==> config.mk <==
export PLATFORM = sky130hd
export DESIGN_NAME = p2fbr_queue
export DESIGN_NICKNAME = d
export VERILOG_FILES = /design/src/rtl/packed_2bpp_framebuffer_rotated_unit_macros.svh /design/src/rtl/p2fbr_pkg.sv /design/src/rtl/p2fbr_queue.sv
export SDC_FILE = /design/constraint.sdc
export NUM_CORES = 1
export LEC_CHECK = 0
export BUFFER_PORTS_ARGS = -buffer_cell sky130_fd_sc_hd__buf_2
export CAP_MARGIN = 20
export CORE_MARGIN = 2
export CORE_UTILIZATION = 35
export DETAILED_ROUTE_END_ITERATION = 6
export GPL_TIMING_DRIVEN = 0
export HOLD_SLACK_MARGIN = 0.08
export PLACE_DENSITY = 0.56
export SLEW_MARGIN = 40
export SYNTH_ARGS = -nofsm -noshare
export SYNTH_HDL_FRONTEND = slang
export SYNTH_SLANG_ARGS = --single-unit
==> constraint.sdc <==
create_clock -name aclk -period 6.05 [get_ports aclk]
set_input_delay 0.9075 -clock aclk [delete_from_list [all_inputs] [get_ports aclk]]
set_output_delay 0.9075 -clock aclk [all_outputs]
set_load 0.02 [all_outputs]
==> src/rtl/packed_2bpp_framebuffer_rotated_unit_macros.svh <==
// ----------------------------------------------------------------------------
// Assertion macros for the rotated 2bpp framebuffer
// Concurrent checks that compile away when SYNTHESIS is defined.
// ----------------------------------------------------------------------------
`ifndef PACKED_2BPP_FRAMEBUFFER_ROTATED_UNIT_MACROS_SVH
`define PACKED_2BPP_FRAMEBUFFER_ROTATED_UNIT_MACROS_SVH

`ifndef SYNTHESIS
// Check a property on every clock edge outside reset.
`define P2FBR_ASSERT(lbl, clk, rstn, prop, msg) \
    lbl: assert property (@(posedge clk) disable iff (!rstn) prop) \
        else $error(msg);
// Check a property on every clock edge, reset included.
`define P2FBR_ASSERT_ALWAYS(lbl, clk, prop, msg) \
    lbl: assert property (@(posedge clk) prop) else $error(msg);
`else
`define P2FBR_ASSERT(lbl, clk, rstn, prop, msg)
`define P2FBR_ASSERT_ALWAYS(lbl, clk, prop, msg)
`endif

`endif

==> src/rtl/p2fbr_pkg.sv <==
// ----------------------------------------------------------------------------
// p2fbr_pkg
// Shared types, command codes and byte tables of the rotated 2bpp framebuffer.
// ----------------------------------------------------------------------------
`default_nettype none

package p2fbr_pkg;

    // Logical coordinates fit in 10 bits for screens up to 1024 pixels a side.
    localparam int COORD_W     = 10;
    localparam int COUNT_W     = 11;
    localparam int QUEUE_DEPTH = 2;

    localparam logic [2:0] CMD_DRAW  = 3'd0;
    localparam logic [2:0] CMD_READ  = 3'd1;
    localparam logic [2:0] CMD_FILL  = 3'd2;
    localparam logic [2:0] CMD_HLINE = 3'd3;
    localparam logic [2:0] CMD_VLINE = 3'd4;

    // Register decode on paddr[2].
    localparam logic REG_ROTATION = 1'b0;

    typedef enum logic [2:0] {
        OP_HRUN,
        OP_VRUN,
        OP_READ,
        OP_READ_ZERO,
        OP_FILL
    } op_t;

    typedef struct packed {
        op_t                op;
        logic [COORD_W-1:0] pos_x;
        logic [COORD_W-1:0] pos_y;
        logic [COUNT_W-1:0] count;
        logic [1:0]         color;
    } q_entry_t;

    typedef struct packed {
        logic     valid;
        q_entry_t entry;
    } queue_head_t;

    typedef enum logic [2:0] {
        ST_CLEAR,
        ST_IDLE,
        ST_FILL,
        ST_PIX_RD,
        ST_PIX_WR
    } back_state_t;

    function automatic logic [7:0] slot_mask(input logic [1:0] slot);
        logic [7:0] m;
        unique case (slot)
            2'd0:    m = 8'h03;
            2'd1:    m = 8'h0C;
            2'd2:    m = 8'h30;
            default: m = 8'hC0;
        endcase
        return m;
    endfunction

    function automatic logic [7:0] fill_pattern(input logic [1:0] color);
        logic [7:0] p;
        unique case (color)
            2'd0:    p = 8'h00;
            2'd1:    p = 8'h55;
            2'd2:    p = 8'hAA;
            default: p = 8'hFF;
        endcase
        return p;
    endfunction

endpackage

`default_nettype wire

==> src/rtl/p2fbr_queue.sv <==
// ----------------------------------------------------------------------------
// p2fbr_queue
// Short FIFO of classified work between the front and the back.
// ----------------------------------------------------------------------------
`default_nettype none

module p2fbr_queue import p2fbr_pkg::*; (
    input  wire logic     aclk,
    input  wire logic     aresetn,
    input  wire logic     push,
    input  wire q_entry_t push_entry,
    output logic          full,
    input  wire logic     pop,
    output queue_head_t   head
);

    localparam int PTR_W = (QUEUE_DEPTH > 1) ? $clog2(QUEUE_DEPTH) : 1;
    localparam int CNT_W = $clog2(QUEUE_DEPTH + 1);
    localparam logic [PTR_W-1:0] LAST_PTR = PTR_W'(QUEUE_DEPTH - 1);

    q_entry_t          slot_reg [QUEUE_DEPTH];
    logic [PTR_W-1:0]  wr_ptr_reg, wr_ptr_next;
    logic [PTR_W-1:0]  rd_ptr_reg, rd_ptr_next;
    logic [CNT_W-1:0]  fill_reg, fill_next;
    logic              do_push, do_pop;

    assign full       = (fill_reg == CNT_W'(QUEUE_DEPTH));
    assign head.valid = (fill_reg != '0);
    assign head.entry = slot_reg[rd_ptr_reg];
    assign do_push    = push && !full;
    assign do_pop     = pop && head.valid;

    always_comb begin
        wr_ptr_next = wr_ptr_reg;
        rd_ptr_next = rd_ptr_reg;
        fill_next   = fill_reg;
        if (do_push) begin
            wr_ptr_next = (wr_ptr_reg == LAST_PTR) ? '0 : wr_ptr_reg + PTR_W'(1);
        end
        if (do_pop) begin
            rd_ptr_next = (rd_ptr_reg == LAST_PTR) ? '0 : rd_ptr_reg + PTR_W'(1);
        end
        if (do_push && !do_pop) begin
            fill_next = fill_reg + CNT_W'(1);
        end else if (do_pop && !do_push) begin
            fill_next = fill_reg - CNT_W'(1);
        end
    end

    always_ff @(posedge aclk) begin
        if (!aresetn) begin
            wr_ptr_reg <= '0;
            rd_ptr_reg <= '0;
            fill_reg   <= '0;
        end else begin
            wr_ptr_reg <= wr_ptr_next;
            rd_ptr_reg <= rd_ptr_next;
            fill_reg   <= fill_next;
        end
    end

    always_ff @(posedge aclk) begin
        if (do_push) begin
            slot_reg[wr_ptr_reg] <= push_entry;
        end
    end

endmodule

`default_nettype wire

Yosys cells after proc, flatten, opt, wreduce, memory -nomap -nowiden:

Memories as Yosys holds them, arrays and structs flattened. A register that Yosys moved wholly into a read port is not among the register bits.
Cells that the tools add are included.

* memory bits (writable): 72
* register bits after elaboration: 4
* memories: 1

* $add $sub $neg: 4
* reduce and logical (&&, ||, !) cells: 9
* multiplexer cells: 8
* eq/ne operators: 1

Memory list
* slot_reg: words 2, width 36, rd ports 1, clocked after memory_dff 1, write ports 1, line p2fbr_queue.sv:21 `q_entry_t slot_reg [QUEUE_DEPTH];`

Operator list (count)
* $mux 1: 6
* $logic_and 1x1->1: 4
* $mux 2: 2
* $reduce_bool 2->1: 2
* $logic_not 1->1: 3
* $add 1x1->1 const B: 2
* $add 2x1->2 const B: 1
* $eq 2x2->1 const B: 1
* $sub 2x1->2 const B: 1

Depth between registers and ports, before layout:

* depth after elaboration: 7
* gate-level depth with buffers: 7
* depth with buffers taken out: 7

Worst setup path after synthesis:

OpenSTA, ideal clock, no wires.

* path kind: in2reg
* from: input push
* to: memory slot_reg[0][0] (netlist name), enable pin
* setup time: 425 ps
* path slack: 3191 ps
* stages: 2
* arrival time: 2434 ps
* data required time: 5625 ps
* buffers on the path: 0
* cell sequence: inv_1 nor3_2

* longest elaborated chain between the ends: 3

Ends and longest elaborated chain
* start, declared: line p2fbr_queue.sv:10 `input wire logic push,`
* $logic_and 1x1->1: line p2fbr_queue.sv:30 `assign do_push = push && !full;`
* $mux 1: line p2fbr_queue.sv:63 `if (do_push) begin`
* $mux 1 (implied by the code): line p2fbr_queue.sv:64 `slot_reg[wr_ptr_reg] <= push_entry;`
* end, declared: line p2fbr_queue.sv:21

Every way passes these cells.

==> flow_metrics.env <==
export IMPL_status="finished clean"
export IMPL_r2r_slack_ns=4.33
export IMPL_maxCapViolCount=0
export IMPL_worst_pin_slew_ns=0.5386
export IMPL_die_h_um=93.95
export IMPL_final_cell_mix="buf_2, edfxtp_1, mux2_2"
export IMPL_place_ws_ns=3.820
export IMPL_core_area_um2=7767
export IMPL_die_width_um=93.95
export IMPL_drt_iter0_drc=48
export IMPL_multi_input_comb_area_um2=545.5
export IMPL_setup_viol=0
export IMPL_post_cts_resized=0
export IMPL_drt_total_wl_um=4887
export IMPL_skew_ns=0.005258
export IMPL_p_total_mw=1.520
export IMPL_cts_clk_slew_worst_paths_ns=0.07
export IMPL_synth_area_leaders="edfxtp_1, mux2_2, dfxtp_1"
export IMPL_tritoncts="yes"
export IMPL_dp_hpwl_um=3357
export IMPL_numClockSinks=77
export IMPL_grt_overflow=0
export IMPL_clock_path_buffers=2
export IMPL_clockRootBuffer="clkbuf_8"
export IMPL_yosysSeqAreaShare=0.7989
export IMPL_largest_reg_flops=72
export IMPL_period_needed_ns=2.516
export IMPL_first_pass_iters=4
export IMPL_antenna_found_initial=0
export IMPL_dieArea_um2=8826
export IMPL_startpoint_type="flop"
export IMPL_worst_setup_path_type="reg2out"
export IMPL_drv_slew=0
export IMPL_syn_area_um2=2831
export IMPL_drt_wirelength_per_cell_um=14.59
export IMPL_whs_endpoint="fill_reg[1]"
export IMPL_synth_seq_cells=77
export IMPL_path_max_fanout=10
export IMPL_grt_max_degree=37
export IMPL_fmax_mhz=397.4
export IMPL_cts_made_buffers=9
export IMPL_clkLatencyLatePin_ns=0.34
export IMPL_power_density_nw_per_um2=424.9
export IMPL_syn_nets=178
export IMPL_final_common_cell="buf_2"
export IMPL_gp_congestion=0.6431
export IMPL_critPathArrivalTime_ns=1.61
export IMPL_slew_headroom=0.6398
export IMPL_cp_end_kind="output port"
export IMPL_timing_hold_violations_final=0
export IMPL_ios=78
export IMPL_post_route_period_util=0.4159
export IMPL_crit_reg2reg_capture="slot_reg[0][12]"
export IMPL_via_per_inst=4.418
export IMPL_fin_ws_ns=3.534
export IMPL_htree_levels=3
export IMPL_power_leakage_nw=1.344
export IMPL_post_cts_setup_buffers=0
export IMPL_synth_cells=137
export IMPL_yosysWarnings=0
export IMPL_ant_nets=0
export IMPL_peakVddDrop_mv=0.2689
export IMPL_start_util=0.3645
export IMPL_hold_start="fill_reg[1]"
export IMPL_vias=1480
export IMPL_yosysTopAreaCellShare=0.7636
export IMPL_cts_hold_buf=0
export IMPL_yosysTopAreaCell="edfxtp_1"
export IMPL_nFillCells=701
export IMPL_tns_ns=0
export IMPL_syn_area_per_cell_um2=20.67
export IMPL_grt_pass1_vias=1598
export IMPL_hold_depth=2
export IMPL_grt_first_pass_wirelength_um=7596
export IMPL_hold_class="reg2reg"
export IMPL_worstPathRequired_ns=5.14
export IMPL_port_buffers=77
export IMPL_syn2layout_area_growth_pct=26.34
export IMPL_seq_area_um2=2262
export IMPL_reg2regPathDepth=4
export IMPL_rr_startpoint="fill_reg[0]"
export IMPL_rsz0062_at_grt="no"
export IMPL_num_nets_final=269
export IMPL_grt_use_total=0.1175
export IMPL_drive_gt1_frac=0.5966
export IMPL_rows=32
export IMPL_ys_types=22
export IMPL_route_detailed_drc=0
export IMPL_n_antenna_cell=0
## layer usage
layer,global-route usage,part of all wire,vias to the layer above
met5,0,0,-
met4,0.05797,0.018,0
met3,0.03692,0.063,9
met2,0.1869,0.48,51
met1,0.1448,0.44,710
li1,-,-,710
## metrics by stage
stage / area (um^2) / cells / utilization / hold slack, ns
finish: 3577 / 335 / 0.4605 / 0.5240
floorplan: 2831 / 137 / - / 0.4785
global placement: 3344 / 316 / 0.4306 / 0.5004
global route: 3577 / 335 / 0.4605 / 0.6021
detailed placement: 3386 / 319 / 0.4359 / 0.5082
CTS: 3577 / 335 / 0.4605 / 0.5284
## cell usage after synthesis
master / n
xnor2_1: 2
ha_1: 1
o21a_1: 1
nor3_2: 1
nor2_1: 1
xor2_1: 1
a21boi_0: 1
o21ai_1: 1
nand2b_1: 1
inv_1: 1
and3_1: 1
buf_4: 3
mux2_2: 36
o21ai_0: 1
and2_1: 3
a21boi_1: 1
or3_1: 1
dfxtp_1: 5
buf_2: 1
or2_2: 1
inv_2: 1
edfxtp_1: 72
## worst max path at each step
stage	end	from
5_1_grt	head[29]	flop
2_1_floorplan	slot_reg[0][0]	push
3_3_place_gp	slot_reg[0][9]	push
4_1_cts	head[18]	flop
6_report	head[27]	flop
3_5_place_dp	slot_reg[0][12]	push
## cells by family after synthesis
| logic type | after synthesis | share of synthesized area |
|---|---|---|
| DFF | 77 | 0.7989 |
| muxes | 36 | 0.1432 |
| adders and majority gates | 1 | 0.004418 |
| xor gates and xnor gates | 3 | 0.009281 |
| buffers and inverters | 6 | 0.01237 |
| and+or+nand+nor | 9 | 0.02033 |
| AOI/OAI and AO/OA | 5 | 0.01149 |
## worst max-delay path, stage by stage (launching register included)
cell	delay (ns)
dfxtp_1	0.30
buf_2	0.21
buf_4	0.23
mux2_2	0.36
buf_2	0.16
## where the power goes
part | switching, mW | total (mW) | internal, mW
clock network | 0.180 | 0.370 | 0.190
registers | 0.0207 | 0.690 | 0.670
logic | 0.266 | 0.460 | 0.194
## final cells by class
| cell class | count | share of cell area |
|---|---|---|
| timing repair buffer | 80 | 0.1161 |
| clock inverter | 6 | 0.01784 |
| inverter | 2 | 0.002099 |
| clock buffer | 10 | 0.03568 |
| buffer | 4 | 0.007695 |
| multi-input combinational | 54 | 0.1525 |
| tap | 102 | 0.03568 |
| sequential | 77 | 0.6324 |
(Power assumes the default switching activity.)
