**src/rtl/packed_2bpp_framebuffer_rotated_unit_macros.svh**
```systemverilog
// ----------------------------------------------------------------------------
// Assertion macros for the rotated 2bpp framebuffer
// Concurrent checks that compile away when SYNTHESIS is defined.
// ----------------------------------------------------------------------------
`ifndef PACKED_2BPP_FRAMEBUFFER_ROTATED_UNIT_MACROS_SVH
`define PACKED_2BPP_FRAMEBUFFER_ROTATED_UNIT_MACROS_SVH

`ifndef SYNTHESIS
// Check a property on every clock edge outside reset.
`define P2FBR_ASSERT(lbl, clk, rstn, prop, msg) \
    lbl: assert property (@(posedge clk) disable iff (!rstn) prop) \
        else $error(msg);
// Check a property on every clock edge, reset included.
`define P2FBR_ASSERT_ALWAYS(lbl, clk, prop, msg) \
    lbl: assert property (@(posedge clk) prop) else $error(msg);
`else
`define P2FBR_ASSERT(lbl, clk, rstn, prop, msg)
`define P2FBR_ASSERT_ALWAYS(lbl, clk, prop, msg)
`endif

`endif

```
**src/rtl/p2fbr_pkg.sv**
```systemverilog
// ----------------------------------------------------------------------------
// p2fbr_pkg
// Shared types, command codes and byte tables of the rotated 2bpp framebuffer.
// ----------------------------------------------------------------------------
`default_nettype none

package p2fbr_pkg;

    // Logical coordinates fit in 10 bits for screens up to 1024 pixels a side.
    localparam int COORD_W     = 10;
    localparam int COUNT_W     = 11;
    localparam int QUEUE_DEPTH = 2;

    localparam logic [2:0] CMD_DRAW  = 3'd0;
    localparam logic [2:0] CMD_READ  = 3'd1;
    localparam logic [2:0] CMD_FILL  = 3'd2;
    localparam logic [2:0] CMD_HLINE = 3'd3;
    localparam logic [2:0] CMD_VLINE = 3'd4;

    // Register decode on paddr[2].
    localparam logic REG_ROTATION = 1'b0;

    typedef enum logic [2:0] {
        OP_HRUN,
        OP_VRUN,
        OP_READ,
        OP_READ_ZERO,
        OP_FILL
    } op_t;

    typedef struct packed {
        op_t                op;
        logic [COORD_W-1:0] pos_x;
        logic [COORD_W-1:0] pos_y;
        logic [COUNT_W-1:0] count;
        logic [1:0]         color;
    } q_entry_t;

    typedef struct packed {
        logic     valid;
        q_entry_t entry;
    } queue_head_t;

    typedef enum logic [2:0] {
        ST_CLEAR,
        ST_IDLE,
        ST_FILL,
        ST_PIX_RD,
        ST_PIX_WR
    } back_state_t;

    function automatic logic [7:0] slot_mask(input logic [1:0] slot);
        logic [7:0] m;
        unique case (slot)
            2'd0:    m = 8'h03;
            2'd1:    m = 8'h0C;
            2'd2:    m = 8'h30;
            default: m = 8'hC0;
        endcase
        return m;
    endfunction

    function automatic logic [7:0] fill_pattern(input logic [1:0] color);
        logic [7:0] p;
        unique case (color)
            2'd0:    p = 8'h00;
            2'd1:    p = 8'h55;
            2'd2:    p = 8'hAA;
            default: p = 8'hFF;
        endcase
        return p;
    endfunction

endpackage

`default_nettype wire

```
**src/rtl/p2fbr_front.sv**
```systemverilog
// ----------------------------------------------------------------------------
// p2fbr_front
// Registers a request, bounds-checks and clips it, and queues the work.
// ----------------------------------------------------------------------------
`default_nettype none

module p2fbr_front import p2fbr_pkg::*; #(
    parameter int SCREEN_WIDTH  = 128,
    parameter int SCREEN_HEIGHT = 128
) (
    input  wire logic               aclk,
    input  wire logic               aresetn,
    input  wire logic               s_valid,
    output logic                    s_ready,
    input  wire logic [2:0]         s_cmd,
    input  wire logic signed [11:0] s_pos_x,
    input  wire logic signed [11:0] s_pos_y,
    input  wire logic signed [11:0] s_run_length,
    input  wire logic [1:0]         s_pixel_color,
    input  wire logic [1:0]         rotation,
    input  wire logic               clear_done,
    input  wire logic               q_full,
    output logic                    q_push,
    output q_entry_t                q_entry
);

    localparam logic signed [13:0] WIDTH_S  = 14'(SCREEN_WIDTH);
    localparam logic signed [13:0] HEIGHT_S = 14'(SCREEN_HEIGHT);

    logic               in_valid_reg, in_valid_next;
    logic [2:0]         cmd_reg;
    logic signed [11:0] x_reg, y_reg, len_reg;
    logic [1:0]         color_reg;

    logic signed [13:0] x_s, y_s, len_s, lw_s, lh_s;
    logic signed [13:0] start_s, limit_s, sum_s, first_s, cnt_s;
    logic               on_screen, horiz, keep, consume, take;

    always_comb begin
        x_s     = 14'(x_reg);
        y_s     = 14'(y_reg);
        len_s   = 14'(len_reg);
        lw_s    = rotation[0] ? HEIGHT_S : WIDTH_S;
        lh_s    = rotation[0] ? WIDTH_S : HEIGHT_S;
        on_screen = !x_s[13] && !y_s[13] && (x_s < lw_s) && (y_s < lh_s);
        horiz   = (cmd_reg == CMD_HLINE);
        start_s = horiz ? x_s : y_s;
        limit_s = horiz ? lw_s : lh_s;
        sum_s   = start_s + len_s;

        // Clip at the far edge; reverse a negative run and clip it at zero.
        if (sum_s > limit_s) begin
            first_s = start_s;
            cnt_s   = limit_s - start_s;
        end else if (len_s < 14'sd0) begin
            if (sum_s < -14'sd1) begin
                first_s = '0;
                cnt_s   = start_s + 14'sd1;
            end else begin
                first_s = sum_s + 14'sd1;
                cnt_s   = -len_s;
            end
        end else begin
            first_s = start_s;
            cnt_s   = len_s;
        end
    end

    always_comb begin
        q_entry.pos_x = x_s[COORD_W-1:0];
        q_entry.pos_y = y_s[COORD_W-1:0];
        q_entry.count = COUNT_W'(1);
        q_entry.color = color_reg;
        q_entry.op    = OP_HRUN;
        keep          = 1'b0;
        unique case (cmd_reg)
            CMD_DRAW: begin
                keep = on_screen;
            end
            CMD_READ: begin
                keep       = 1'b1;
                q_entry.op = on_screen ? OP_READ : OP_READ_ZERO;
            end
            CMD_FILL: begin
                keep       = 1'b1;
                q_entry.op = OP_FILL;
            end
            CMD_HLINE: begin
                keep          = on_screen && (cnt_s != 14'sd0);
                q_entry.pos_x = first_s[COORD_W-1:0];
                q_entry.count = cnt_s[COUNT_W-1:0];
            end
            CMD_VLINE: begin
                keep          = on_screen && (cnt_s != 14'sd0);
                q_entry.op    = OP_VRUN;
                q_entry.pos_y = first_s[COORD_W-1:0];
                q_entry.count = cnt_s[COUNT_W-1:0];
            end
            default: begin
                keep = 1'b0;
            end
        endcase
    end

    // Drop requests that do nothing; hold the rest until the queue has room.
    assign consume = in_valid_reg && (!keep || !q_full);
    assign q_push  = in_valid_reg && keep && !q_full;
    assign s_ready = clear_done && (!in_valid_reg || consume);
    assign take    = s_valid && s_ready;

    always_comb begin
        in_valid_next = in_valid_reg;
        if (consume) begin
            in_valid_next = 1'b0;
        end
        if (take) begin
            in_valid_next = 1'b1;
        end
    end

    always_ff @(posedge aclk) begin
        if (!aresetn) begin
            in_valid_reg <= 1'b0;
        end else begin
            in_valid_reg <= in_valid_next;
        end
    end

    always_ff @(posedge aclk) begin
        if (take) begin
            cmd_reg   <= s_cmd;
            x_reg     <= s_pos_x;
            y_reg     <= s_pos_y;
            len_reg   <= s_run_length;
            color_reg <= s_pixel_color;
        end
    end

endmodule

`default_nettype wire

```
**config.mk**
```make
export PLATFORM = sky130hd
export DESIGN_NAME = p2fbr_front
export DESIGN_NICKNAME = d
export VERILOG_FILES = /design/src/rtl/packed_2bpp_framebuffer_rotated_unit_macros.svh /design/src/rtl/p2fbr_pkg.sv /design/src/rtl/p2fbr_front.sv
export SDC_FILE = /design/constraint.sdc
export NUM_CORES = 1
export LEC_CHECK = 0
export BUFFER_PORTS_ARGS = -buffer_cell sky130_fd_sc_hd__buf_2
export CAP_MARGIN = 20
export CORE_MARGIN = 1
export CORE_UTILIZATION = 39
export CTS_CLUSTER_DIAMETER = 40
export DETAILED_ROUTE_END_ITERATION = 10
export HOLD_SLACK_MARGIN = 0.06
export REMOVE_ABC_BUFFERS = 1
export SYNTH_ARGS = -nofsm -noshare
export SYNTH_HDL_FRONTEND = slang
export SYNTH_SLANG_ARGS = --single-unit
```
**constraint.sdc**
```tcl
create_clock -name aclk -period 6.9 [get_ports aclk]
set_input_delay 0.69 -clock aclk [delete_from_list [all_inputs] [get_ports aclk]]
set_output_delay 0.69 -clock aclk [all_outputs]
set_load 0.1 [all_outputs]
```
# Word level (Yosys, flattened, before mapping)
# Cells that the tools add are included.
[word_totals]
word_cells = 56
regBits = 42
ramBits = 0
rom_bits = 0
out_inout_bits = 38
n_memories = 0
latchBits = 0
input_bits = 48
[classes]
n_addsub = 5
n_eq_ne = 4
n_mul = 0
mux = 15
n_lt_le_gt_ge = 5
n_shift = 0
reduce_logical = 21
bitwise = 0
div = 0
[op_table]
columns = ["cell", "n"]
rows = [
  ["14-bit two-way mux", 4],
  ["10-bit two-way mux", 5],
  ["12-bit by 9-bit less-than comparator with 1-bit output, second input constant", 2],
  ["14-bit by 12-bit adder with 14-bit output", 1],
  ["14-bit by 2-bit adder with 14-bit output, second input constant", 1],
  ["14-bit by 9-bit > comparator with 1-bit output, second input constant", 1],
  ["14-bit by 1-bit less-than comparator with 1-bit output, second input constant", 1],
  ["12-bit negation with 14-bit output", 1],
  ["14-bit nonzero test", 1],
  ["9-bit by 14-bit subtractor with 14-bit output, first input constant", 1],
  ["12-bit by 1-bit less-than comparator with 1-bit output, second input constant", 1],
  ["11-bit two-way mux", 1],
  ["10-bit by 2-bit adder with 10-bit output, second input constant", 1],
  ["1-bit logical AND", 9],
  ["3-bit case mux with 3 select lines", 1],
  ["3-bit by 2-bit equality test with 1-bit output, second input constant", 2],
  ["1-bit zero test", 5],
  ["2-bit OR reduction", 2],
  ["3-bit by 1-bit equality test with 1-bit output, second input constant", 1],
  ["3-bit equality test, second input constant", 1],
  ["3-bit zero test", 1],
  ["1-bit two-way mux", 3],
  ["1-bit case mux with 3 select lines", 1],
  ["1-bit logical OR", 2],
  ["2-bit nonzero test", 1],
]

# Logic depth before layout (Yosys ltp)
# Gate-level depths: netlist of the first run.
[depth]
word_depth = 17
mapped_depth = 20
mapped_depth_nobuf = 14

# Worst setup path after synthesis of the first run
# OpenSTA, ideal clock, no wires.
[synth_path]
kind = "register to output"
start = "reg cmd_reg[0]"
end = "out q_entry[30] (netlist bit)"
slack_ps = -254
arrival_ps = 6464
required_ps = 6210
path_stages_with_launch = 19
n_path_buf = 5
path_cell_list = "edfxtp_1 -> buf_2 -> nand3b_1 -> buf_2 -> buf_1 -> mux2i_1 -> inv_1 -> fa_1 -> a21o_1 -> a221oi_4 -> o21ai_0 -> xor2_1 -> or4_4 -> o21ai_1 -> buf_2 -> and2_1 -> clkbuf_1 -> o21ai_0 -> o21ai_0"
[synth_rtl]
columns = ["item", "line", "rtl"]
rows = [
  ["start: declaration", "p2fbr_front.sv:31", "logic [2:0] cmd_reg;"],
  ["start signal: assignment", "p2fbr_front.sv:131", "cmd_reg <= s_cmd;"],
  ["end: declaration", "p2fbr_front.sv:24", "output q_entry_t q_entry"],
]

# Final worst setup path of the first run
[layout_path]
start = "reg cmd_reg[1]"
end = "out s_ready"
[layout_between]
elab_chain_cells = 15
word_cells_on_any_way = 24
classes_between = "add/sub: 3; order compare: 2; eq/ne: 4; mux: 5; reduce/logical: 10"
[layout_rtl]
columns = ["item", "line", "rtl"]
rows = [
  ["3-bit by 2-bit equality test with 1-bit output", "p2fbr_front.sv:46, p2fbr_front.sv:76", ""],
  ["14-bit two-way mux", "p2fbr_front.sv:47", "start_s = horiz ? x_s : y_s;"],
  ["14-bit by 12-bit adder with 14-bit output", "p2fbr_front.sv:49", "sum_s = start_s + len_s;"],
  ["14-bit by 1-bit less-than comparator with 1-bit output", "p2fbr_front.sv:56", "if (sum_s < -14'sd1) begin"],
  ["14-bit two-way mux", "p2fbr_front.sv:56", ""],
  ["14-bit two-way mux", "p2fbr_front.sv:55", "end else if (len_s < 14'sd0) begin"],
  ["14-bit two-way mux", "p2fbr_front.sv:52", "if (sum_s > limit_s) begin"],
  ["14-bit nonzero test", "p2fbr_front.sv:89, p2fbr_front.sv:94", ""],
  ["1-bit logical AND", "p2fbr_front.sv:89, p2fbr_front.sv:94", ""],
  ["1-bit case mux with 3 select lines (*)", "p2fbr_front.sv:76", "unique case (cmd_reg)"],
  ["1-bit zero test (*)", "p2fbr_front.sv:106", "assign consume = in_valid_reg && (!keep || !q_full);"],
  ["1-bit logical OR (*)", "p2fbr_front.sv:106", ""],
  ["1-bit logical AND (*)", "p2fbr_front.sv:106", ""],
  ["1-bit logical OR (*)", "p2fbr_front.sv:108", "assign s_ready = clear_done && (!in_valid_reg || consume);"],
  ["1-bit logical AND (*)", "p2fbr_front.sv:108", ""],
  ["end: declaration", "p2fbr_front.sv:14", "output logic s_ready,"],
]
# Every way passes the cells marked *; elsewhere a longest branch is shown, timed or not.

==> qor.yml, run 1 <==
outcome: "finished, final reports clean"
drtIter0Drc: 194
synthFlopType: "edfxtp_1"
post-route-cell-area_um2: 5000
place_inst: 701
first_pass_iters: 5
ant_nets: 0
crit_fanout: 18
synth_seq_cells: 42
powerDensity_nw_per_um2: 189
wl_mm: 11.6
diodes: 0
synth_fa_ha_area_share_pct: 5.77
postCtsSetupRepairBufs: 0
crit_slowest_cell: "or4_4"
final_util_pct: 47.8
criticalPathCategory: "register to primary output"
numPortBuffers: 83
start_kind: "register"
sw_frac_of_total_pct: 40.6
synthToLayoutAreaGrowth_pct: 17.9
hp-class: "input pin to register"
p_int_uw: 563
grt.overflow.total: 0
final_cell_mix: "buf_2, nor2_1, nand2_1, edfxtp_1, xnor2_1"
synth_top_family_by_area: "simple AND/OR/NAND/NOR gates"
fin_cells: 709
critical-path-max-stage-delay_ns: 0.60
r2r_slack_ns: 0.87
cellLeakagePower_uw: 0.00203
grt_pass1_vias: 3820
cts_buffers: 5
final.setup_skew_ns: 0.0167
grt_pass1_wl_mm: 19.0
synth_xor_area_share_pct: 8.46
rr_startpoint: "cmd_reg[1]$_DFFE_PP_"
initial_core_util_pct: 40.6
synth_area_um2: 4250
setup_viol: 0
seqPwrFrac_pct: 32.6
regToRegEndpoint: "x_reg[2]$_DFFE_PP_"
gr-usage-all-layers_pct: 21.4
crit_end: "s_ready"
place_area_um2: 4840
dieHeight_um: 106
post-dp-hpwl_mm: 9.39
holdWs_ns: 0.538
num_rows: 37
cts_tree: "done"
yosysUniqueCellTypes: 76
fill_cells: 1061
drive_above_1_share_pct: 23.4
die_x_um: 106
cts_buffer_depth: 2
synth-simple-area-share_pct: 26.0
viasPerCell: 5.56
path_clk_slew_ns: 0.09
layout_commonest_cell: "buf_2"
routed-via-count: 3941
drc: 0
ys_seq_area_share_pct: 29.5
cp_cell_sequence: "nand3b_1, buf_4, buf_4, mux2_2, ha_2, nand3_2, nor3b_1, nor3_4, xnor2_1, or4_4, o21ai_1, buf_4, mux2i_1, a2111oi_2, buf_4, or4b_4, o31ai_2, buf_12"
nets: 639
clk_latency_ns: 0.32
cp-end-kind: "primary output"
switching_power_uw: 385
power_frac_comb_pct: 42.2
rr_worst_depth: 18
max-slew-margin-rel_pct: 46.3
synth_compound_area_share_pct: 21.0
finalMaxSlewViolations: 0
grt_use_met1_pct: 27.8
die_area_um2: 11300
globalRouteMet3Util_pct: 2.70
synthCells: 493
required_ns: 6.21
synth.mux.area_fraction_pct: 4.71
busiest_layer: "met2"
cpMostUsedCell: "buf_4"
setup_ws_ns: 0.318
p_clk_share_pct: 25.2
fmax_mhz: 152
cts_root_buf: "clkbuf_8"
synth_edf_count: 41
place_ws_ns: 0.500
hold_violations: 0
routedWlPerCell_um: 16.4
core_area_um2: 10500
grt_max_degree: 34
ios: 86
synth.avg_cell_area_um2: 8.61
antenna_found_initial: 0
gr-usage-met2_pct: 36.6
crit_start: "cmd_reg[1]$_DFFE_PP_"
rsz0062_at_grt: "no"
worst_pin_slew_ns: 0.806
clock-sinks: 42
async_reset_ff_share_pct: 0
layout_min_cycle_time_ns: 6.58
gp_congestion: 0.891
yosys_warnings: 0
cp.arrival_ns: 5.89
whs_path_depth: 1
peakVddDrop_mv: 0.132
min_period_over_period_pct: 95.4
drv_cap: 0
htree_levels: 2
-- per-layer routing --
| layer | vias to the layer above | wire length (µm) | part of all wire [%] |
|---|---|---|---|
| li1 | 1990 | - | - |
| met5 | - | 0 | 0 |
| met3 | 15 | 496 | 4.3 |
| met1 | 1830 | 5240 | 45 |
| met4 | 0 | 176 | 1.5 |
| met2 | 106 | 5720 | 49 |
-- stage by stage --
| step | power (µW) | setup TNS, ns |
|---|---|---|
| floorplan | 609 | -30.70 |
| global placement | 702 | 0 |
| detailed placement | 706 | 0 |
| CTS | 947 | 0 |
| global route | 992 | 0 |
| finish | 947 | 0 |
-- power groups by stage --
stage          Sequential (µW)  Combinational (µW)  Clock, µW
6_report                   309                 400        238
5_1_grt                    311                 428        253
4_1_cts                    309                 394        245
3_5_place_dp               315                 392          0
3_3_place_gp               314                 388          0
2_1_floorplan              313                 296          0
-- kinds of logic (layout without fill, tap and decap cells) --
| kind of cell | after synthesis | in the layout |
|---|---|---|
| AOI/OAI and AO/OA | 122 | 122 |
| buffers and inverters | 40 | 120 |
| xor gates and xnor gates | 41 | 41 |
| DFF | 42 | 42 |
| muxes | 19 | 19 |
| and+or+nand+nor | 210 | 210 |
| adders and majority gates | 19 | 19 |
-- worst max-delay path: cells and delay by family, from the launching register on --
kind / cells / cell delay, ns
buf+inv: 5 / 1.10
flops: 1 / 0.51
fa+ha+maj: 1 / 0.47
xor+xnor: 1 / 0.24
compound gates: 3 / 0.86
simple gates: 6 / 1.84
mux: 2 / 0.55
-- cell type report --
class                      count  area [µm²]  area share (%)
multi-input combinational    411        2840            56.7
sequential                    42        1250            25.0
timing repair buffer          93         536            10.7
tap                          136         170            3.40
inverter                      19        71.3            1.42
clock buffer                   5        68.8            1.38
clock inverter                 3        68.8            1.38
-- cell usage after synthesis (8+ instances only) --
cell      count  share of area [%]
a21o_1        9                1.6
nor2_1       54                4.8
a21oi_1      29                3.4
nand3_1      20                2.4
and2_1        9                1.3
o21ai_0      24                2.8
clkbuf_1      9               0.80
xor2_1       11                2.3
xnor2_1      30                6.2
inv_1        19                1.7
edfxtp_1     41                 29
mux2_2        8                2.1
nor3_1       23                2.7
nand2_1      44                3.9
mux2i_1      11                2.6
ha_1         18                5.3
nor2b_1       9                1.3
-- worst min path at each step --
stage,startpoint,endpoint
floorplan,in_valid_reg$_SDFFE_PN0P_,in_valid_reg$_SDFFE_PN0P_
global placement,in_valid_reg$_SDFFE_PN0P_,in_valid_reg$_SDFFE_PN0P_
detailed placement,in_valid_reg$_SDFFE_PN0P_,in_valid_reg$_SDFFE_PN0P_
CTS,s_run_length[4],len_reg[4]$_DFFE_PP_
global route,s_run_length[5],len_reg[5]$_DFFE_PP_
finish,s_run_length[5],len_reg[5]$_DFFE_PP_
-- repair_timing --
item / 4_1_cts / 5_1_grt
resized for setup: 0 / 9
hold buffers: 0 / 0
endpoints found under the hold margin: 0 / 0
setup endpoints to repair: 0 / 2
Note: power is estimated with default switching activity, not from simulation.
==> inputs of run 2 (changes only) <==
Settings changed: GPL_TIMING_DRIVEN set to 0.
==> qor.yml, run 2 (synthesis gave the netlist of run 1 again) <==
crit_slowest_cell: "or4b_4"
routedWlPerCell_um: 16.8  # +2.2%
peakVddDrop_mv: 0.103  # -22%
cts_tree: "done"
rsz0062_at_grt: "no"
layout_commonest_cell: "buf_2"
start_kind: "register"
min_period_over_period_pct: 95.8  # +0.38 points
criticalPathCategory: "register to primary output"
rr_worst_depth: 17  # -1
worst_pin_slew_ns: 0.853  # +0.0465 ns
diodes: 0  # unchanged
critical-path-max-stage-delay_ns: 0.56  # -0.04 ns
antenna_found_initial: 0  # unchanged
die_area_um2: 11300  # unchanged
clock-sinks: 42  # unchanged
tns_ns: 0  # unchanged
wl_mm: 11.8  # +1.5%
required_ns: 6.21  # about the same
num_rows: 37  # unchanged
cellLeakagePower_uw: 0.00202  # -0.24%
core_area_um2: 10500  # unchanged
cp.buffers_inverters: 2  # -3
nets: 634  # -0.78%
holdWs_ns: 0.561  # +0.0233 ns
outcome: "finished, final reports clean"
drv_cap: 0  # unchanged
first_pass_iters: 4  # -1
whs_path_depth: 1  # unchanged
clk_latency_ns: 0.30  # -0.02 ns
max-slew-margin-rel_pct: 43.2  # -3.1 points
cp_cell_sequence: "nand3b_1, buf_8, mux2_2, ha_1, fa_1, a21o_1, a221oi_4, xnor2_2, nor4bb_4, and4_1, or2_4, mux2i_1, a2111oi_2, or4b_4, o211a_1, buf_2"
hold_violations: 0  # unchanged
ios: 86  # unchanged
powerDensity_nw_per_um2: 190  # +0.21%
routed-via-count: 3948  # +0.18%
cp.depth: 16  # -2
cts_root_buf: "clkbuf_8"
dieHeight_um: 106  # unchanged
die_x_um: 106  # unchanged
grt.overflow.total: 0  # unchanged
cp-end-kind: "primary output"
gp_congestion: 0.885  # -0.65%
viasPerCell: 5.61  # +0.89%
finalMaxSlewViolations: 0  # unchanged
setup_viol: 0  # unchanged
cts_buffers: 5  # unchanged
drive_above_1_share_pct: 23.1  # -0.32 points
path_clk_slew_ns: 0.09  # about the same
hp-class: "input pin to register"
cp.arrival_ns: 5.92  # +0.03 ns
ant_nets: 0  # unchanged
initial_core_util_pct: 40.6  # unchanged
final_cell_mix: "buf_2, nor2_1, nand2_1, edfxtp_1, a21oi_1"
postCtsHoldBufs: 0  # unchanged
numPortBuffers: 83  # unchanged
synthToLayoutAreaGrowth_pct: 17.6
htree_levels: 2  # unchanged
grt_max_degree: 29  # -15%
fmax_mhz: 151  # -0.40%
cp_top_family: "simple AND/OR/NAND/NOR gates"
layout_min_cycle_time_ns: 6.61  # +0.0264 ns
drtIter0Drc: 205  # +5.7%
grt_pass1_vias: 3836  # +0.42%
grt_pass1_wl_mm: 18.5  # -2.3%
gr-usage-all-layers_pct: 20.4  # -0.96 points
cts_buffer_depth: 2  # unchanged
crit_fanout: 22  # +4
post-dp-hpwl_mm: 9.32  # -0.80%
drc: 0  # unchanged
final.setup_skew_ns: 0.00630  # -0.0104 ns
[run 2: changes by cell type in the layout (fill, tap and decap cells not counted), sizes merged]
cell  previous run  this run
buf             93        88
[run 2: final cells by class]
type                    instances  area, µm²
clock buffers                   5       68.8
clock inverters                 3       68.8
fillers                      1070       5470
inverters                      19       71.3
multi-input cells             411       2890
flip-flops and latches         42       1250
well taps                     136        170
repair buffers                 88        478
[run 2: repair_timing]
item,in CTS,in global routing
setup endpoints to repair,41,23
buffers inserted,1,0
resized for setup,8,7
[run 2: path summary, 6_finish.rpt]
path | startpoint | slack, ns | end
worst max-delay path | cmd_reg[1]$_DFFE_PP_ | 0.29 | q_push
worst min-delay path | s_pos_x[1] | 0.56 | x_reg[1]$_DFFE_PP_
worst max register to register | cmd_reg[1]$_DFFE_PP_ | 0.60 | x_reg[2]$_DFFE_PP_
worst min register to register | in_valid_reg$_SDFFE_PN0P_ | 0.80 | in_valid_reg$_SDFFE_PN0P_
[run 2: per-layer routing]
metal	global-route usage [%]	up-vias	share of wire, %
li1	-	1980	-
met1	26.6	1846	46
met2	35.6	106	48
met3	1.96	16	3.9
met4	5.95	0	1.9
met5	0	-	0
[run 2: stage by stage]
step	util [%]	cells	total power [µW]	area (µm²)	setup slack [ns]
global placement	45.0	691	691	4710	-2.59
global route	47.7	704	989	4990	0.0243
CTS	47.3	703	941	4950	0.0795
floorplan	-	472	609	4120	-0.669
finish	47.7	704	947	4990	0.292
detailed placement	45.5	694	696	4760	-0.458
[run 2: power breakdown]
part	switching, µW	total (µW)	internal (µW)
sequential	15.6	309	294
clock	92.9	238	145
combinational	279	400	121
total	388	947	559
==> inputs of run 3 (changes only) <==
Settings changed: ABC_CLOCK_PERIOD_IN_PS set to 7300.
Clock period 6.9 ns to 7.3 ns, I/O delays scaled along.
==> qor.yml, run 3 (synthesis gave the netlist of run 1 again) <==
outcome: "finished, final reports clean"
postCtsHoldBufs: 0  # unchanged
wl_mm: 11.7  # -0.39%
initial_core_util_pct: 40.6  # unchanged
core_area_um2: 10500  # unchanged
routedWlPerCell_um: 16.6  # -0.81%
place_ws_ns: -0.0979  # +0.360 ns
final_cell_mix: "buf_2, nor2_1, nand2_1, edfxtp_1"
cp.arrival_ns: 6.29  # +0.37 ns
cp_cell_sequence: "nand3b_1, buf_8, mux2_2, ha_1, fa_1, a21o_1, a221oi_4, xnor2_1, nor4bb_2, and4_1, or2_4, mux2i_1, a2111oi_2, or4b_4, o31ai_2, clkbuf_4"
rsz0062_at_grt: "no"
criticalPathCategory: "register to primary output"
routed-via-count: 3982  # +0.86%
drive_above_1_share_pct: 22.8  # -0.30 points
clk_latency_ns: 0.29  # about the same
min_period_over_period_pct: 96.1
setup_viol: 0  # unchanged
htree_levels: 2  # unchanged
post-route-cell-area_um2: 4990  # -0.15%
grt.overflow.total: 0  # unchanged
setup_ws_ns: 0.284  # -0.00741 ns
synthToLayoutAreaGrowth_pct: 17.4
hp-class: "input pin to register"
final.setup_skew_ns: 0.00768  # +0.00139 ns
num_rows: 37  # unchanged
place_area_um2: 4760  # unchanged
peakVddDrop_mv: 0.0969  # -5.5%
grt_pass1_wl_mm: 18.4  # -0.64%
nets: 637  # +0.47%
cts_tree: "done"
hold_violations: 0  # unchanged
die_x_um: 106  # unchanged
cp_top_family: "simple AND/OR/NAND/NOR gates"
viasPerCell: 5.63  # +0.43%
path_clk_slew_ns: 0.09  # about the same
critical-path-max-stage-delay_ns: 0.56  # about the same
first_pass_iters: 4  # unchanged
antenna_found_initial: 0  # unchanged
crit_fanout: 22  # unchanged
gp_congestion: 0.885  # unchanged
dieHeight_um: 106  # unchanged
layout_commonest_cell: "buf_2"
cts_root_buf: "clkbuf_8"
finalMaxSlewViolations: 0  # unchanged
gr-usage-all-layers_pct: 20.3  # -0.10 points
final_util_pct: 47.7  # -0.072 points
max-slew-margin-rel_pct: 44.2  # +1.1 points
required_ns: 6.57  # +0.36 ns
multi_input_area_um2: 2860  # -1.0%
powerDensity_nw_per_um2: 178  # -5.9%
holdWs_ns: 0.604  # +0.0427 ns
power_uw: 890  # -6.0%
ant_nets: 0  # unchanged
fmax_mhz: 143
post-dp-hpwl_mm: 9.32  # unchanged
grt_pass1_vias: 3824  # -0.31%
drv_cap: 0  # unchanged
crit_slowest_cell: "or4b_4"
die_area_um2: 11300  # unchanged
start_kind: "register"
worst_pin_slew_ns: 0.837  # -0.0158 ns
cp.buffers_inverters: 2  # unchanged
drc: 0  # unchanged
layout_min_cycle_time_ns: 7.02
grt_max_degree: 29  # unchanged
cts_buffer_depth: 2  # unchanged
clock-sinks: 42  # unchanged
drtIter0Drc: 186  # -9.3%
ios: 86  # unchanged
cts_buffers: 5  # unchanged
r2r_slack_ns: 0.67  # +0.07 ns
cellLeakagePower_uw: 0.00202  # about the same
diodes: 0  # unchanged
regArea_um2: 1250  # unchanged
cp-end-kind: "primary output"
fill_cells: 1067  # -0.28%
numPortBuffers: 83  # unchanged
[run 3: stage by stage]
| step | setup TNS [ns] | std cells |
|---|---|---|
| 6_report | 0 | 707 |
| 4_1_cts | 0 | 702 |
| 3_3_place_gp | -90.69 | 691 |
| 5_1_grt | 0 | 707 |
| 3_5_place_dp | -0.0979 | 694 |
| 2_1_floorplan | -11.36 | 472 |
[run 3: power breakdown]
group,internal (µW),switching (µW)
Combinational,112,262
Sequential,277,14.8
Clock,137,86.1
Total,527,363
[run 3: timing repair]
action	CTS	global route
pin swaps	0	1
gates resized for setup	6	4
endpoints found under the setup margin	2	2
endpoints found under the hold margin	0	0
buffers inserted	0	4
[run 3: path summary, 6_finish.rpt]
kind / start / cells past startpoint / end
hold / removal: s_pos_x[1] / 1 / x_reg[1]$_DFFE_PP_
setup / recovery: cmd_reg[1]$_DFFE_PP_ / 16 / s_ready
setup reg to reg: cmd_reg[1]$_DFFE_PP_ / 17 / y_reg[0]$_DFFE_PP_
hold reg to reg: in_valid_reg$_SDFFE_PN0P_ / 5 / in_valid_reg$_SDFFE_PN0P_
[run 3: cell type report]
| cell class | instances | share of cell area [%] |
|---|---|---|
| Clock inverter | 3 | 1.38 |
| Multi-Input combinational cell | 411 | 57.3 |
| Timing Repair Buffer | 91 | 10.0 |
| Clock buffer | 5 | 1.38 |
| Tap cell | 136 | 3.41 |
| Inverter | 19 | 1.43 |
| Sequential cell | 42 | 25.1 |
[run 3: worst register-to-register path, stage by stage, from the launching register on]
cell and delay, ns:
edfxtp_1 0.51, nand3b_1 0.31, buf_8 0.24, mux2_2 0.43
ha_1 0.24, fa_1 0.45, a21o_1 0.25, a221oi_4 0.37
xnor2_1 0.33, nor4bb_2 0.47, and4_1 0.48, or2_4 0.21
mux2i_1 0.10, a2111oi_2 0.49, or4b_4 0.56, o31ai_4 0.46
buf_8 0.23, buf_8 0.20
[run 3: metal layers]
layer / share of wire (%) / vias to the layer above / GRT usage [%]
met5: 0 / - / 0
met4: 1.8 / 0 / 5.65
met3: 3.1 / 14 / 1.96
met2: 49 / 97 / 35.7
met1: 46 / 1883 / 26.4
li1: - / 1988 / -
